--- config.mk ---
export PLATFORM = sky130hd
export DESIGN_NAME = i2c_master_register_access
export DESIGN_NICKNAME = d
export VERILOG_FILES = /design/src/hdl/i2cm_pkg.sv /design/src/hdl/i2cm_front.sv /design/src/hdl/i2cm_cmd_fifo.sv /design/src/hdl/i2cm_engine.sv /design/src/hdl/i2c_master_register_access.sv
export SDC_FILE = /design/constraint.sdc
export NUM_CORES = 1
export LEC_CHECK = 0
export BUFFER_PORTS_ARGS = -buffer_cell sky130_fd_sc_hd__buf_2
export CAP_MARGIN = 20
export CORE_MARGIN = 2
export CORE_UTILIZATION = 43
export CTS_BUF_LIST = sky130_fd_sc_hd__clkbuf_2 sky130_fd_sc_hd__clkbuf_4 sky130_fd_sc_hd__clkbuf_8
export DETAILED_ROUTE_END_ITERATION = 16
export SETUP_SLACK_MARGIN = 0.02
export SLEW_MARGIN = 10
export SYNTH_ARGS = -nofsm -noshare
export SYNTH_HDL_FRONTEND = slang
export SYNTH_HIERARCHICAL = 1
export SYNTH_SLANG_ARGS = --single-unit
export TNS_END_PERCENT = 50
--- constraint.sdc ---
create_clock -name clk_i -period 10.84 [get_ports clk_i]
set_input_delay 0.542 -clock clk_i [delete_from_list [all_inputs] [get_ports clk_i]]
set_output_delay 0.542 -clock clk_i [all_outputs]
set_load 0.01 [all_outputs]
--- src/hdl/i2cm_pkg.sv ---
// Shared types and constants for the register-access I2C master.
package i2cm_pkg;

  // Input item kind codes
  localparam logic [1:0] KIND_TICK  = 2'd0;
  localparam logic [1:0] KIND_BEGIN = 2'd1;
  localparam logic [1:0] KIND_QUEUE = 2'd2;

  // Timing register reset value
  localparam logic [15:0] PHASE_TICKS_RESET = 16'd200;

  // Data byte MSB mask and read/write bit values
  localparam logic [7:0] BYTE_MSB = 8'h80;
  localparam logic       RW_WRITE = 1'b0;
  localparam logic       RW_READ  = 1'b1;

  // Timing phase indexes within a bit
  localparam logic [1:0] PH_0 = 2'd0;
  localparam logic [1:0] PH_1 = 2'd1;
  localparam logic [1:0] PH_2 = 2'd2;
  localparam logic [1:0] PH_3 = 2'd3;

  localparam logic [2:0] LAST_BIT = 3'd7;

  // Classified command handed from front to back
  typedef enum logic [1:0] {
    CMD_TICK,
    CMD_BEGIN,
    CMD_PUSH,
    CMD_NONE
  } cmd_e;

  // Transfer sequencer steps
  typedef enum logic [3:0] {
    ST_IDLE,
    ST_START,
    ST_ADDRW,
    ST_ADDRW_ACK,
    ST_REG,
    ST_REG_ACK,
    ST_WLOAD,
    ST_WDATA,
    ST_WDATA_ACK,
    ST_RSTART,
    ST_ADDRR,
    ST_ADDRR_ACK,
    ST_RDATA,
    ST_RDATA_ACK,
    ST_STOP
  } step_e;

  typedef struct packed {
    logic [1:0] kind;
    logic [6:0] device_address;
    logic [7:0] register_address;
    logic [7:0] byte_count;
    logic       read_not_write;
    logic [7:0] write_byte;
    logic       sda_in;
  } in_item_t;

  typedef struct packed {
    logic       scl;
    logic       sda_out;
    logic [7:0] read_byte;
    logic       read_valid;
    logic       last_byte;
    logic       done_res;
    logic       status;
    logic       busy_res;
    logic       queue_full;
  } out_item_t;

  typedef struct packed {
    cmd_e       cmd;
    logic [6:0] device_address;
    logic [7:0] register_address;
    logic [7:0] byte_count;
    logic       read_not_write;
    logic [7:0] write_byte;
    logic       sda_in;
  } cls_item_t;

endpackage

--- src/hdl/i2cm_front.sv ---
// Front stage: accepts input beats and classifies them into commands.
module i2cm_front import i2cm_pkg::*; (
  input  logic      clk_i,
  input  logic      rst_ni,
  input  logic      in_valid_i,
  output logic      in_stall_o,
  input  in_item_t  in_item_i,
  output logic      push_valid_o,
  input  logic      push_ready_i,
  output cls_item_t push_item_o
);

  logic      valid_q, valid_d;
  cls_item_t item_q, item_d;
  logic      take;
  cmd_e      cmd;

  // Decode the kind field
  always_comb begin
    case (in_item_i.kind)
      KIND_TICK:  cmd = CMD_TICK;
      KIND_BEGIN: cmd = CMD_BEGIN;
      KIND_QUEUE: cmd = CMD_PUSH;
      default:    cmd = CMD_NONE;
    endcase
  end

  assign in_stall_o = valid_q && !push_ready_i;
  assign take       = in_valid_i && !in_stall_o;

  // Load a new beat when the stage is empty or drains this cycle
  always_comb begin
    valid_d = valid_q;
    item_d  = item_q;
    if (valid_q && push_ready_i) begin
      valid_d = 1'b0;
    end
    if (take) begin
      valid_d                 = 1'b1;
      item_d.cmd              = cmd;
      item_d.device_address   = in_item_i.device_address;
      item_d.register_address = in_item_i.register_address;
      item_d.byte_count       = in_item_i.byte_count;
      item_d.read_not_write   = in_item_i.read_not_write;
      item_d.write_byte       = in_item_i.write_byte;
      item_d.sda_in           = in_item_i.sda_in;
    end
  end

  always_ff @(posedge clk_i or negedge rst_ni) begin
    if (!rst_ni) begin
      valid_q <= 1'b0;
    end else begin
      valid_q <= valid_d;
    end
  end

  always_ff @(posedge clk_i) begin
    item_q <= item_d;
  end

  assign push_valid_o = valid_q;
  assign push_item_o  = item_q;

endmodule

--- src/hdl/i2cm_cmd_fifo.sv ---
// Two-entry command queue between the front stage and the sequencer.
module i2cm_cmd_fifo import i2cm_pkg::*; (
  input  logic      clk_i,
  input  logic      rst_ni,
  input  logic      push_valid_i,
  output logic      push_ready_o,
  input  cls_item_t push_item_i,
  output logic      pop_valid_o,
  input  logic      pop_ready_i,
  output cls_item_t pop_item_o
);

  cls_item_t  slot_q [2];
  logic       wr_ptr_q, wr_ptr_d;
  logic       rd_ptr_q, rd_ptr_d;
  logic [1:0] cnt_q, cnt_d;
  logic       push, pop;

  assign push_ready_o = (cnt_q != 2'd2);
  assign pop_valid_o  = (cnt_q != 2'd0);
  assign push         = push_valid_i && push_ready_o;
  assign pop          = pop_valid_o && pop_ready_i;
  assign pop_item_o   = slot_q[rd_ptr_q];

  // Advance pointers and occupancy
  always_comb begin
    wr_ptr_d = push ? ~wr_ptr_q : wr_ptr_q;
    rd_ptr_d = pop ? ~rd_ptr_q : rd_ptr_q;
    cnt_d    = cnt_q;
    if (push && !pop) begin
      cnt_d = cnt_q + 2'd1;
    end else if (pop && !push) begin
      cnt_d = cnt_q - 2'd1;
    end
  end

  always_ff @(posedge clk_i or negedge rst_ni) begin
    if (!rst_ni) begin
      wr_ptr_q <= 1'b0;
      rd_ptr_q <= 1'b0;
      cnt_q    <= 2'd0;
    end else begin
      wr_ptr_q <= wr_ptr_d;
      rd_ptr_q <= rd_ptr_d;
      cnt_q    <= cnt_d;
    end
  end

  always_ff @(posedge clk_i) begin
    if (push) begin
      slot_q[wr_ptr_q] <= push_item_i;
    end
  end

endmodule

--- src/hdl/i2cm_engine.sv ---
// Back stage: bit-phase sequencer, write byte queue and result register.
module i2cm_engine import i2cm_pkg::*; #(
  parameter int QUEUE_DEPTH = 16
) (
  input  logic        clk_i,
  input  logic        rst_ni,
  input  logic [15:0] phase_ticks_i,
  input  logic        cmd_valid_i,
  output logic        cmd_ready_o,
  input  cls_item_t   cmd_item_i,
  output logic        out_valid_o,
  input  logic        out_stall_i,
  output out_item_t   out_item_o
);

  localparam int PTR_W = (QUEUE_DEPTH > 1) ? $clog2(QUEUE_DEPTH) : 1;
  localparam int CNT_W = $clog2(QUEUE_DEPTH + 1);
  localparam logic [PTR_W-1:0] PTR_LAST = PTR_W'(QUEUE_DEPTH - 1);
  localparam logic [CNT_W-1:0] CNT_FULL = CNT_W'(QUEUE_DEPTH);

  // Sequencer state
  step_e       step_q, step_d;
  logic [1:0]  phase_q, phase_d;
  logic [15:0] pcnt_q, pcnt_d;
  logic [2:0]  bit_q, bit_d;
  logic [7:0]  shift_q, shift_d;
  logic [7:0]  left_q, left_d;
  logic        ack_q, ack_d;
  logic        scl_q, scl_d;
  logic        sda_q, sda_d;
  logic [6:0]  addr_q, addr_d;
  logic [7:0]  reg_q, reg_d;
  logic        read_q, read_d;

  // Write byte queue
  logic [7:0]       mem [QUEUE_DEPTH];
  logic [7:0]       head_data_q;
  logic [PTR_W-1:0] head_q, head_d;
  logic [PTR_W-1:0] tail_q, tail_d;
  logic [CNT_W-1:0] qcnt_q, qcnt_d;
  logic             wr_en;

  // Result register
  logic      out_valid_q, out_valid_d;
  out_item_t out_q, res;

  logic        take;
  logic        load_wr;
  logic        sclhi;
  logic        last_ph;
  logic [15:0] pt;
  logic [15:0] pcnt_inc;
  logic [7:0]  left_dec;

  assign cmd_ready_o = !out_valid_q || !out_stall_i;
  assign take        = cmd_valid_i && cmd_ready_o;
  assign pt          = (phase_ticks_i == 16'd0) ? 16'd1 : phase_ticks_i;
  assign pcnt_inc    = pcnt_q + 16'd1;
  assign sclhi       = (phase_q == PH_1) || (phase_q == PH_2);
  assign last_ph     = (step_q == ST_STOP) ? (phase_q == PH_2) : (phase_q == PH_3);
  assign left_dec    = (left_q != 8'd0) ? left_q - 8'd1 : left_q;

  // Run one command against the sequencer
  always_comb begin
    step_d  = step_q;
    phase_d = phase_q;
    pcnt_d  = pcnt_q;
    bit_d   = bit_q;
    shift_d = shift_q;
    left_d  = left_q;
    ack_d   = ack_q;
    scl_d   = scl_q;
    sda_d   = sda_q;
    addr_d  = addr_q;
    reg_d   = reg_q;
    read_d  = read_q;
    head_d  = head_q;
    tail_d  = tail_q;
    qcnt_d  = qcnt_q;
    wr_en   = 1'b0;
    load_wr = 1'b0;
    res     = '0;

    if (take) begin
      case (cmd_item_i.cmd)
        CMD_BEGIN: begin
          if (step_q == ST_IDLE) begin
            addr_d  = cmd_item_i.device_address;
            reg_d   = cmd_item_i.register_address;
            read_d  = cmd_item_i.read_not_write;
            left_d  = cmd_item_i.byte_count;
            if (cmd_item_i.read_not_write && (cmd_item_i.byte_count == 8'd0)) begin
              left_d = 8'd1;
            end
            ack_d   = 1'b0;
            bit_d   = 3'd0;
            shift_d = 8'd0;
            step_d  = ST_START;
            phase_d = PH_0;
            pcnt_d  = 16'd0;
          end
        end
        CMD_PUSH: begin
          if (qcnt_q >= CNT_FULL) begin
            res.queue_full = 1'b1;
          end else begin
            wr_en  = 1'b1;
            tail_d = (tail_q == PTR_LAST) ? '0 : tail_q + PTR_W'(1);
            qcnt_d = qcnt_q + CNT_W'(1);
          end
        end
        CMD_TICK: begin
          if (step_q == ST_WLOAD) begin
            load_wr = 1'b1;
          end else if (step_q != ST_IDLE) begin
            // Drive the lines for the current phase
            case (step_q)
              ST_START, ST_RSTART: begin
                case (phase_q)
                  PH_0:    sda_d = 1'b1;
                  PH_1:    begin scl_d = 1'b1; sda_d = 1'b1; end
                  PH_2:    begin scl_d = 1'b1; sda_d = 1'b0; end
                  default: begin scl_d = 1'b0; sda_d = 1'b0; end
                endcase
              end
              ST_ADDRW, ST_REG, ST_WDATA, ST_ADDRR: begin
                scl_d = sclhi;
                sda_d = (shift_q & BYTE_MSB) != 8'd0;
              end
              ST_ADDRW_ACK, ST_REG_ACK, ST_WDATA_ACK, ST_ADDRR_ACK, ST_RDATA: begin
                scl_d = sclhi;
                sda_d = 1'b1;
              end
              ST_RDATA_ACK: begin
                scl_d = sclhi;
                sda_d = (left_q <= 8'd1);
              end
              ST_STOP: begin
                scl_d = (phase_q != PH_0);
                sda_d = (phase_q == PH_2);
              end
              default: begin
              end
            endcase

            // Count ticks within the phase
            pcnt_d = pcnt_inc;
            if (pcnt_inc >= pt) begin
              pcnt_d = 16'd0;
              // Sample SDA at the end of the second high phase
              if (phase_q == PH_2) begin
                if (step_q == ST_RDATA) begin
                  shift_d = {shift_q[6:0], cmd_item_i.sda_in};
                end else if (step_q == ST_ADDRW_ACK || step_q == ST_REG_ACK ||
                             step_q == ST_WDATA_ACK || step_q == ST_ADDRR_ACK) begin
                  ack_d = !cmd_item_i.sda_in;
                end
              end
              if (!last_ph) begin
                phase_d = phase_q + 2'd1;
              end else begin
                phase_d = PH_0;
                case (step_q)
                  ST_START: begin
                    step_d  = ST_ADDRW;
                    shift_d = {addr_q, RW_WRITE};
                    bit_d   = 3'd0;
                  end
                  ST_RSTART: begin
                    step_d  = ST_ADDRR;
                    shift_d = {addr_q, RW_READ};
                    bit_d   = 3'd0;
                  end
                  ST_ADDRW, ST_REG, ST_WDATA, ST_ADDRR: begin
                    shift_d = {shift_q[6:0], 1'b0};
                    if (bit_q >= LAST_BIT) begin
                      bit_d = 3'd0;
                      case (step_q)
                        ST_ADDRW: step_d = ST_ADDRW_ACK;
                        ST_REG:   step_d = ST_REG_ACK;
                        ST_WDATA: step_d = ST_WDATA_ACK;
                        default:  step_d = ST_ADDRR_ACK;
                      endcase
                    end else begin
                      bit_d = bit_q + 3'd1;
                    end
                  end
                  ST_ADDRW_ACK, ST_REG_ACK, ST_WDATA_ACK, ST_ADDRR_ACK: begin
                    if (!ack_q) begin
                      res.done_res = 1'b1;
                      res.status   = 1'b1;
                      step_d       = ST_IDLE;
                    end else begin
                      case (step_q)
                        ST_ADDRW_ACK: begin
                          step_d  = ST_REG;
                          shift_d = reg_q;
                          bit_d   = 3'd0;
                        end
                        ST_REG_ACK: begin
                          if (read_q) begin
                            step_d = ST_RSTART;
                          end else if (left_q == 8'd0) begin
                            step_d = ST_STOP;
                          end else begin
                            load_wr = 1'b1;
                          end
                        end
                        ST_WDATA_ACK: begin
                          left_d = left_dec;
                          if (left_dec == 8'd0) begin
                            step_d = ST_STOP;
                          end else begin
                            load_wr = 1'b1;
                          end
                        end
                        default: begin
                          step_d  = ST_RDATA;
                          shift_d = 8'd0;
                          bit_d   = 3'd0;
                        end
                      endcase
                    end
                  end
                  ST_RDATA: begin
                    if (bit_q >= LAST_BIT) begin
                      bit_d          = 3'd0;
                      res.read_byte  = shift_q;
                      res.read_valid = 1'b1;
                      res.last_byte  = (left_q <= 8'd1);
                      step_d         = ST_RDATA_ACK;
                    end else begin
                      bit_d = bit_q + 3'd1;
                    end
                  end
                  ST_RDATA_ACK: begin
                    left_d = left_dec;
                    if (left_dec == 8'd0) begin
                      step_d = ST_STOP;
                    end else begin
                      step_d  = ST_RDATA;
                      shift_d = 8'd0;
                      bit_d   = 3'd0;
                    end
                  end
                  ST_STOP: begin
                    res.done_res = 1'b1;
                    step_d       = ST_IDLE;
                  end
                  default: begin
                    step_d = ST_IDLE;
                  end
                endcase
              end
            end
          end
        end
        default: begin
        end
      endcase

      // Fetch the next write byte, or wait for one
      if (load_wr) begin
        phase_d = PH_0;
        pcnt_d  = 16'd0;
        if (qcnt_q != '0) begin
          step_d  = ST_WDATA;
          shift_d = head_data_q;
          bit_d   = 3'd0;
          head_d  = (head_q == PTR_LAST) ? '0 : head_q + PTR_W'(1);
          qcnt_d  = qcnt_q - CNT_W'(1);
        end else begin
          step_d = ST_WLOAD;
        end
      end

      res.scl      = scl_d;
      res.sda_out  = sda_d;
      res.busy_res = (step_d != ST_IDLE);
    end
  end

  // Hold the result until the receiver takes the beat
  always_comb begin
    out_valid_d = out_valid_q;
    if (out_valid_q && !out_stall_i) begin
      out_valid_d = 1'b0;
    end
    if (take) begin
      out_valid_d = 1'b1;
    end
  end

  always_ff @(posedge clk_i or negedge rst_ni) begin
    if (!rst_ni) begin
      step_q      <= ST_IDLE;
      phase_q     <= PH_0;
      pcnt_q      <= 16'd0;
      bit_q       <= 3'd0;
      shift_q     <= 8'd0;
      left_q      <= 8'd0;
      ack_q       <= 1'b0;
      scl_q       <= 1'b1;
      sda_q       <= 1'b1;
      addr_q      <= 7'd0;
      reg_q       <= 8'd0;
      read_q      <= 1'b0;
      head_q      <= '0;
      tail_q      <= '0;
      qcnt_q      <= '0;
      out_valid_q <= 1'b0;
    end else begin
      step_q      <= step_d;
      phase_q     <= phase_d;
      pcnt_q      <= pcnt_d;
      bit_q       <= bit_d;
      shift_q     <= shift_d;
      left_q      <= left_d;
      ack_q       <= ack_d;
      scl_q       <= scl_d;
      sda_q       <= sda_d;
      addr_q      <= addr_d;
      reg_q       <= reg_d;
      read_q      <= read_d;
      head_q      <= head_d;
      tail_q      <= tail_d;
      qcnt_q      <= qcnt_d;
      out_valid_q <= out_valid_d;
    end
  end

  // Write the queue and prefetch the byte at the next head
  always_ff @(posedge clk_i) begin
    if (wr_en) begin
      mem[tail_q] <= cmd_item_i.write_byte;
    end
    if (wr_en && (tail_q == head_d)) begin
      head_data_q <= cmd_item_i.write_byte;
    end else begin
      head_data_q <= mem[head_d];
    end
    if (take) begin
      out_q <= res;
    end
  end

  assign out_valid_o = out_valid_q;
  assign out_item_o  = out_q;

endmodule

--- src/hdl/i2c_master_register_access.sv ---
// Top level of the register-access I2C master.
//
// Usage: every input beat is one of a tick (carries the sampled SDA level),
// a begin-transfer command, or a write byte for the byte queue. Each
// accepted input beat yields exactly one result beat carrying the driven
// SCL/SDA levels and the read, done, status, busy and queue-full flags.
// Both beat channels use valid/stall; a beat moves when valid is high and
// stall is low. The timing register (tick beats per bit phase) is written
// through the cfg valid/ready port, which is always ready; write it only
// while no transfer is running.
// Path: an input beat passes the front stage register, a command queue slot
// and the result register. Throughput: one beat per cycle while out_stall_i
// is low; a two-entry command queue decouples the classifying front stage
// from the back-stage sequencer so each side stalls on its own.
// Reset: the sequencer goes idle, lines read high, the byte queue is empty
// and the timing register returns to 200.
// Receiver stall: the result register holds its beat, the command queue and
// front stage fill, then in_stall_o rises until the result is taken.
module i2c_master_register_access import i2cm_pkg::*; #(
  parameter int QUEUE_DEPTH = 16
) (
  input  logic        clk_i,
  input  logic        rst_ni,
  input  logic        in_valid_i,
  output logic        in_stall_o,
  input  in_item_t    in_item_i,
  output logic        out_valid_o,
  input  logic        out_stall_i,
  output out_item_t   out_item_o,
  input  logic        cfg_valid_i,
  output logic        cfg_ready_o,
  input  logic [15:0] cfg_data_i
);

  logic [15:0] ticks_q;
  logic        f_valid, f_ready;
  cls_item_t   f_item;
  logic        q_valid, q_ready;
  cls_item_t   q_item;

  // Timing register
  assign cfg_ready_o = 1'b1;

  always_ff @(posedge clk_i or negedge rst_ni) begin
    if (!rst_ni) begin
      ticks_q <= PHASE_TICKS_RESET;
    end else if (cfg_valid_i && cfg_ready_o) begin
      ticks_q <= cfg_data_i;
    end
  end

  i2cm_front u_front (
    .clk_i        (clk_i),
    .rst_ni       (rst_ni),
    .in_valid_i   (in_valid_i),
    .in_stall_o   (in_stall_o),
    .in_item_i    (in_item_i),
    .push_valid_o (f_valid),
    .push_ready_i (f_ready),
    .push_item_o  (f_item)
  );

  i2cm_cmd_fifo u_fifo (
    .clk_i        (clk_i),
    .rst_ni       (rst_ni),
    .push_valid_i (f_valid),
    .push_ready_o (f_ready),
    .push_item_i  (f_item),
    .pop_valid_o  (q_valid),
    .pop_ready_i  (q_ready),
    .pop_item_o   (q_item)
  );

  i2cm_engine #(
    .QUEUE_DEPTH (QUEUE_DEPTH)
  ) u_engine (
    .clk_i         (clk_i),
    .rst_ni        (rst_ni),
    .phase_ticks_i (ticks_q),
    .cmd_valid_i   (q_valid),
    .cmd_ready_o   (q_ready),
    .cmd_item_i    (q_item),
    .out_valid_o   (out_valid_o),
    .out_stall_i   (out_stall_i),
    .out_item_o    (out_item_o)
  );

endmodule

# --- Yosys cells after proc, flatten, opt, wreduce, memory -nomap -nowiden ---
# Memories as Yosys holds them, arrays and structs flattened. A register that Yosys moved wholly into a read port is not among the register bits.
# Cells that the tools add are included.
totals:
  ff_bits: 146
  mem_bits_rw: 198
  inputBits: 56
  out_inout_bits: 19
  wordCells: 289
  mem_count: 2
op_classes:
  add_sub_neg: 10
  order_cmp: 4
  eq_ne: 39
  mux: 129
  bitwise_logic: 10
  n_reduce_logical: 58
mem_list:
  columns: ["memory", "words", "word_bits", "read_ports", "rd_clocked_by_memory_dff", "write_ports", "line_no", "rtl"]
  rows:
  - ["u_engine.mem", 16, 8, 1, 1, 1, "i2cm_engine.sv:36", "logic [7:0] mem [QUEUE_DEPTH];"]
  - ["u_fifo.slot_q", 2, 35, 1, 0, 1, "i2cm_cmd_fifo.sv:13", "cls_item_t slot_q [2];"]
op_table:
  columns: ["operator", "n"]
  rows:
  - ["8-bit 2-to-1 mux", 20]
  - ["16-bit 2-to-1 mux", 6]
  - ["4-bit 2-to-1 mux", 18]
  - ["8-bit case mux with 2 select lines", 4]
  - ["8-bit case mux with 5 select lines", 1]
  - ["1-bit 2-to-1 mux", 39]
  - ["4-bit equality test (second input constant)", 9]
  - ["3-bit 2-to-1 mux", 11]
  - ["16-bit case mux with 2 select lines", 1]
  - ["8-bit zero test", 3]
  - ["4-bit case mux with 3 select lines", 2]
  - ["4-bit case mux with 6 select lines", 1]
  - ["2-bit 2-to-1 mux", 11]
  - ["5-bit 2-to-1 mux", 4]
  - ["16-bit by 1-bit adder with 16-bit output (second input constant)", 1]
  - ["4-bit by 3-bit equality test with 1-bit output (second input constant)", 4]
  - ["16-bit >= comparator", 1]
  - ["16-bit zero test", 1]
  - ["5-bit OR reduction", 3]
  - ["2-bit by 1-bit inequality test with 1-bit output (second input constant)", 6]
  - ["3-bit case mux with 4 select lines", 1]
  - ["2-bit nonzero test", 6]
  - ["6-bit OR reduction", 2]
  - ["1-bit inverter", 10]
  - ["43 further kinds", 85]

# --- Logic depth before layout (Yosys ltp) ---
depth:
  word_depth: 16
  depth_mapped: 18
  depth_no_buf: 16

# --- Hierarchy ---
# The synthesis kept the hierarchy.
by_module_without_submodules:
  columns: ["module", "n_inst", "cells_each", "area_per_inst_um2", "seq_area_each_um2"]
  rows:
  - ["i2cm_engine", 1, 889, 11106.9, 6258.5]
  - ["i2cm_cmd_fifo", 1, 127, 2870.3, 2202.1]
  - ["i2cm_front", 1, 42, 1116.1, 1076.0]
  - ["i2c_master_register_access", 1, 36, 664.4, 404.1]

# --- Least setup slack after synthesis ---
# OpenSTA, ideal clock, no wires.
synth_path:
  kind: "reg-to-reg"
  from: "reg u_engine.pcnt_q[0]"
  to: "reg u_engine.shift_q[7]"
  arrival_time_ns: 3.814
  setup_slack_ns: 6.900
  path_stages_with_launch: 17
  path_cell_list: "dfrtp_1 > ha_1 > nand3_1 > nor2_1 > and3_1 > and3_1 > clkbuf_1 > xor2_1 > ha_1 > nand4_1 > a211oi_1 > o41ai_1 > a21o_1 > a2111oi_1 > o21ai_0 > a21boi_2 > a221o_1"
synth_via:
  elab_chain_len: 8
synth_rtl:
  columns: ["element", "line_no", "rtl"]
  rows:
  - ["start, declared", "i2cm_engine.sv:24", "logic [15:0] pcnt_q, pcnt_d;"]
  - ["start signal, assigned", "i2cm_engine.sv:315", "pcnt_q <= pcnt_d;"]
  - ["16-bit by 1-bit adder with 16-bit output *", "i2cm_engine.sv:58", "assign pcnt_inc = pcnt_q + 16'd1;"]
  - ["16-bit >= comparator *", "i2cm_engine.sv:148", "if (pcnt_inc >= pt) begin"]
  - ["8-bit 2-to-1 mux / 1-bit 2-to-1 mux (equally long branches)", "i2cm_engine.sv:148", null]
  - ["8-bit 2-to-1 mux / 1-bit 2-to-1 mux (equally long branches)", "i2cm_engine.sv:115", "end else if (step_q != ST_IDLE) begin"]
  - ["8-bit 2-to-1 mux / 1-bit 2-to-1 mux (equally long branches)", "i2cm_engine.sv:113", "if (step_q == ST_WLOAD) begin"]
  - ["8-bit case mux with 2 select lines / 1-bit 2-to-1 mux (equally long branches)", "i2cm_engine.sv:85", "case (cmd_item_i.cmd)"]
  - ["8-bit 2-to-1 mux / 1-bit 2-to-1 mux (equally long branches)", "i2cm_engine.sv:266, i2cm_engine.sv:84", null]
  - ["8-bit 2-to-1 mux *", "i2cm_engine.sv:263", "if (load_wr) begin"]
  - ["end signal, assigned", "i2cm_engine.sv:317", "shift_q <= shift_d;"]
  - ["end, declared", "i2cm_engine.sv:26", "logic [7:0] shift_q, shift_d;"]
# Every way passes the cells marked *; elsewhere a longest branch is shown, timed or not. The select of a mux whose other input is x is not followed.
# A chain may end at the register's enable or synchronous reset.

# --- Worst setup path after layout ---
# Ends and elaborated chain as after synthesis.

==> impl_metrics.tcl <==
set metrics [dict create \
    ys_ff_latch 348 \
    holdPathStages 1 \
    fin_util_pct 48.7 \
    worstMarginPinSlew_ns 0.965 \
    switching_share_pct 31.5 \
    fmax_mhz 213 \
    rsz0062_at_grt "no" \
    wirelength_um 31700 \
    route.antenna.remaining_nets 0 \
    synthArstFlopShare_pct 27.3 \
    ctsResizeCount 0 \
    initial_core_util_pct 43.4 \
    htreeDepth 2 \
    netlist.area_leader.share_pct 47.5 \
    vias_per_cell 5.43 \
    powerDensity_mw_per_mm2 230 \
    cp.required_ns 11.35 \
    dieArea_mm2 0.0382 \
    clkSlewWorstSetupHoldPaths_ns 0.06 \
    fin_area_mm2 0.0177 \
    insertion_delay_ns 0.65 \
    finalCriticalPeriod_ns 4.70 \
    multiInputGateArea_mm2 0.00540 \
    ys_top_cells_by_area "edfxtp_1, dfrtp_1, mux4_2" \
    grt_usage_pct 17.0 \
    drc 0 \
    core-area_mm2 0.0363 \
    seqCellArea_mm2 0.00994 \
    first_iter_violations 623 \
    leakage_nw 6.76 \
    grt_pass1_wl_um 51500 \
    worstPathMaxFanout 7 \
    via_count 9279 \
    relSlewSlack_pct 35.1 \
    nFillCells 3095 \
    nNetsFinal 1281 \
    ys_seq_area_share_pct 63.1 \
    syn-cell-area_mm2 0.0158 \
    root_buffer "clkbuf_8" \
    antenna_cells 0 \
    syn_inst 1094 \
    crit_type "reg2reg" \
    io_pins 75 \
    worstHoldPathType "in2reg" \
    maxCapViolCount 0 \
    tns_ns 0 \
    cts_tree "built" \
    finalHoldViolCount 0 \
    slew_violations 0 \
    avgSynthCellArea_um2 14.4 \
    worstSetupStartpointType "flip-flop" \
    grt_overflow 0 \
    reg2reg_depth 15 \
    cts_setup_buffers 0 \
    ys.flop_type "edfxtp_1" \
    yosys-top-cells-count "edfxtp_1, dfrtp_1, nor2_1" \
    clock_sinks 348 \
    area_growth_pct 12.4 \
    synth.most_common_cell "edfxtp_1" \
    place_congestion 0.897 \
    pwr-share-clk_pct 28.2 \
    arrival_ns 5.21 \
    ir_drop_uv 133 \
    synth_edf_count 249 \
    setup_viol 0 \
    grt_max_degree 54 \
    synth.distinct_cells 87 \
    hold_buffers 1 \
    p_int_w 0.00279 \
    synth.net_count 1183 \
    status "finished clean" \
    hpwl_um 20800 \
    die_y_um 195 \
    seq_power_share_pct 46.9 \
    numCtsBuffers 58 \
    drive_above_1_share_pct 26.1 \
    yosys_warnings 6 \
    antenna_found_initial 0 \
    clk_path_buf_depth 3 \
    fin_crit_sh_pct 43.3 \
    place_area_mm2 0.0165 \
    rows 70 \
    port_buffers 73 \
    p_comb_share_pct 24.8 \
    p_switching_w 0.00129 \
    yosysTopAreaCell "edfxtp_1" \
    final.setup_skew_ns 0.0445 \
    wire_per_inst_um 18.5 \
    end_kind "flip-flop" \
    drt_first_pass_iters 5 \
    die_w_um 195 \
    first_global_vias 9429 \
]
==> path summary, 6_finish.rpt <==
check	from	to	slack (ns)
worst max register to register	u_engine/pcnt_q[0]$_DFFE_PN0P_	u_engine/shift_q[7]$_DFFE_PN0P_	6.14
min in group asynchronous	rst_ni	u_engine/pcnt_q[8]$_DFFE_PN0P_	0.46
worst max-delay path	u_engine/pcnt_q[0]$_DFFE_PN0P_	u_engine/shift_q[7]$_DFFE_PN0P_	6.14
worst min register to register	u_front/push_item_o[6]$_DFFE_PP_	u_fifo/slot_q[0][6]$_DFFE_PP_	0.44
max in group asynchronous	rst_ni	u_engine/read_q$_DFFE_PN0P_	9.25
worst min-delay path	in_item_i[1]	u_front/push_item_o[1]$_DFFE_PP_	0.06
==> cells in the final DEF (no fill, tap or decap), drive strengths merged, types with 5 or more instances in the layout <==
master  instances
and3           23
a32oi           5
and2           14
a21oi          36
nand2          63
o221ai          5
inv            36
mux2i           5
xor2           10
clkinv         26
nor4           13
nor2b           9
nor2           71
a222oi          6
o21ai          66
dfstp           5
a211o           8
nor3           21
buf            88
dfrtp          90
edfxtp        249
mux4           40
a21o            5
a22oi           7
mux2           80
xnor2          13
nand3          22
or3             6
nand4           7
a211oi          6
a31oi          10
clkbuf         79
ha             33
nand2b         19
==> worst max-delay path: stages (launching register included) <==
cell and delay, ns:
dfrtp_1 0.42, ha_1 0.26, nand3_1 0.14, nor2_1 0.27, and3_1 0.28, and3_1 0.27, xor2_1 0.10, ha_1 0.33
nand4_1 0.13, a211oi_1 0.24, o41ai_1 0.16, a21o_1 0.23, a2111oi_1 0.79, o21ai_0 0.27, a21boi_2 0.28, a221o_1 0.39
==> through the flow <==
| stage | worst slack (ns) | power [W] | std cells | hold WS, ns |
|---|---|---|---|---|
| after floorplan | 6.90 | 0.00268 | 1094 | 0.246 |
| after global placement | 6.20 | 0.00293 | 1598 | 0.425 |
| after detailed placement | 6.14 | 0.00296 | 1598 | 0.431 |
| after CTS | 6.15 | 0.00413 | 1707 | 0.00287 |
| after global routing | 5.80 | 0.00432 | 1708 | 0.0185 |
| final | 6.14 | 0.00408 | 1708 | 0.0644 |
==> kinds of logic (layout without fill, tap and decap cells) <==
| group | after synthesis | count (layout) | share of synthesized area (%) |
|---|---|---|---|
| AOI/OAI and AO/OA | 195 | 195 | 8.59 |
| xor gates and xnor gates | 23 | 23 | 1.28 |
| adders and majority gates | 33 | 33 | 2.62 |
| buffers and inverters | 87 | 233 | 2.68 |
| DFF | 348 | 348 | 63.1 |
| muxes | 125 | 125 | 12.7 |
| other | 1 | 1 | 0.0238 |
| and+or+nand+nor | 282 | 282 | 9.01 |
==> layer usage <==
layer,routed length (um),global-route usage [%]
met1,15300,24.3
met2,14300,25.8
met3,1310,3.21
met4,762,6.93
met5,0,0
==> sequential cells by signal, indices dropped and copies added, names as in the netlist, 2 cells and up, named ones only <==
register / flops
u_engine/tail_q: 4
u_engine/pcnt_q: 16
u_engine/shift_q: 8
u_engine/phase_q: 2
u_engine/bit_q: 3
u_engine/qcnt_q: 5
u_engine/mem: 128
u_fifo/slot_q: 70
u_engine/out_item_o: 16
ticks_q: 16
u_front/push_item_o: 35
u_engine/left_q: 8
u_engine/head_q: 4
u_engine/reg_q: 8
u_engine/addr_q: 7
u_engine/step_q: 4
u_fifo/cnt_q: 2
==> cell type report <==
| type | count | share of cell area (%) |
|---|---|---|
| inverters | 36 | 0.763 |
| clock buffers | 79 | 5.43 |
| flip-flops and latches | 348 | 56.1 |
| clock inverters | 29 | 1.14 |
| multi-input cells | 659 | 30.5 |
| well taps | 468 | 3.31 |
| repair buffers | 89 | 2.77 |
==> power groups by stage <==
stage | Clock (W) | Combinational (W) | Sequential [W]
2_1_floorplan | 0 | 0.000797 | 0.00188
3_3_place_gp | 0 | 0.000998 | 0.00193
3_5_place_dp | 0 | 0.00102 | 0.00194
4_1_cts | 0.00119 | 0.00102 | 0.00191
5_1_grt | 0.00125 | 0.00113 | 0.00194
6_report | 0.00115 | 0.00101 | 0.00191
Power figures use the tool's default switching activity.
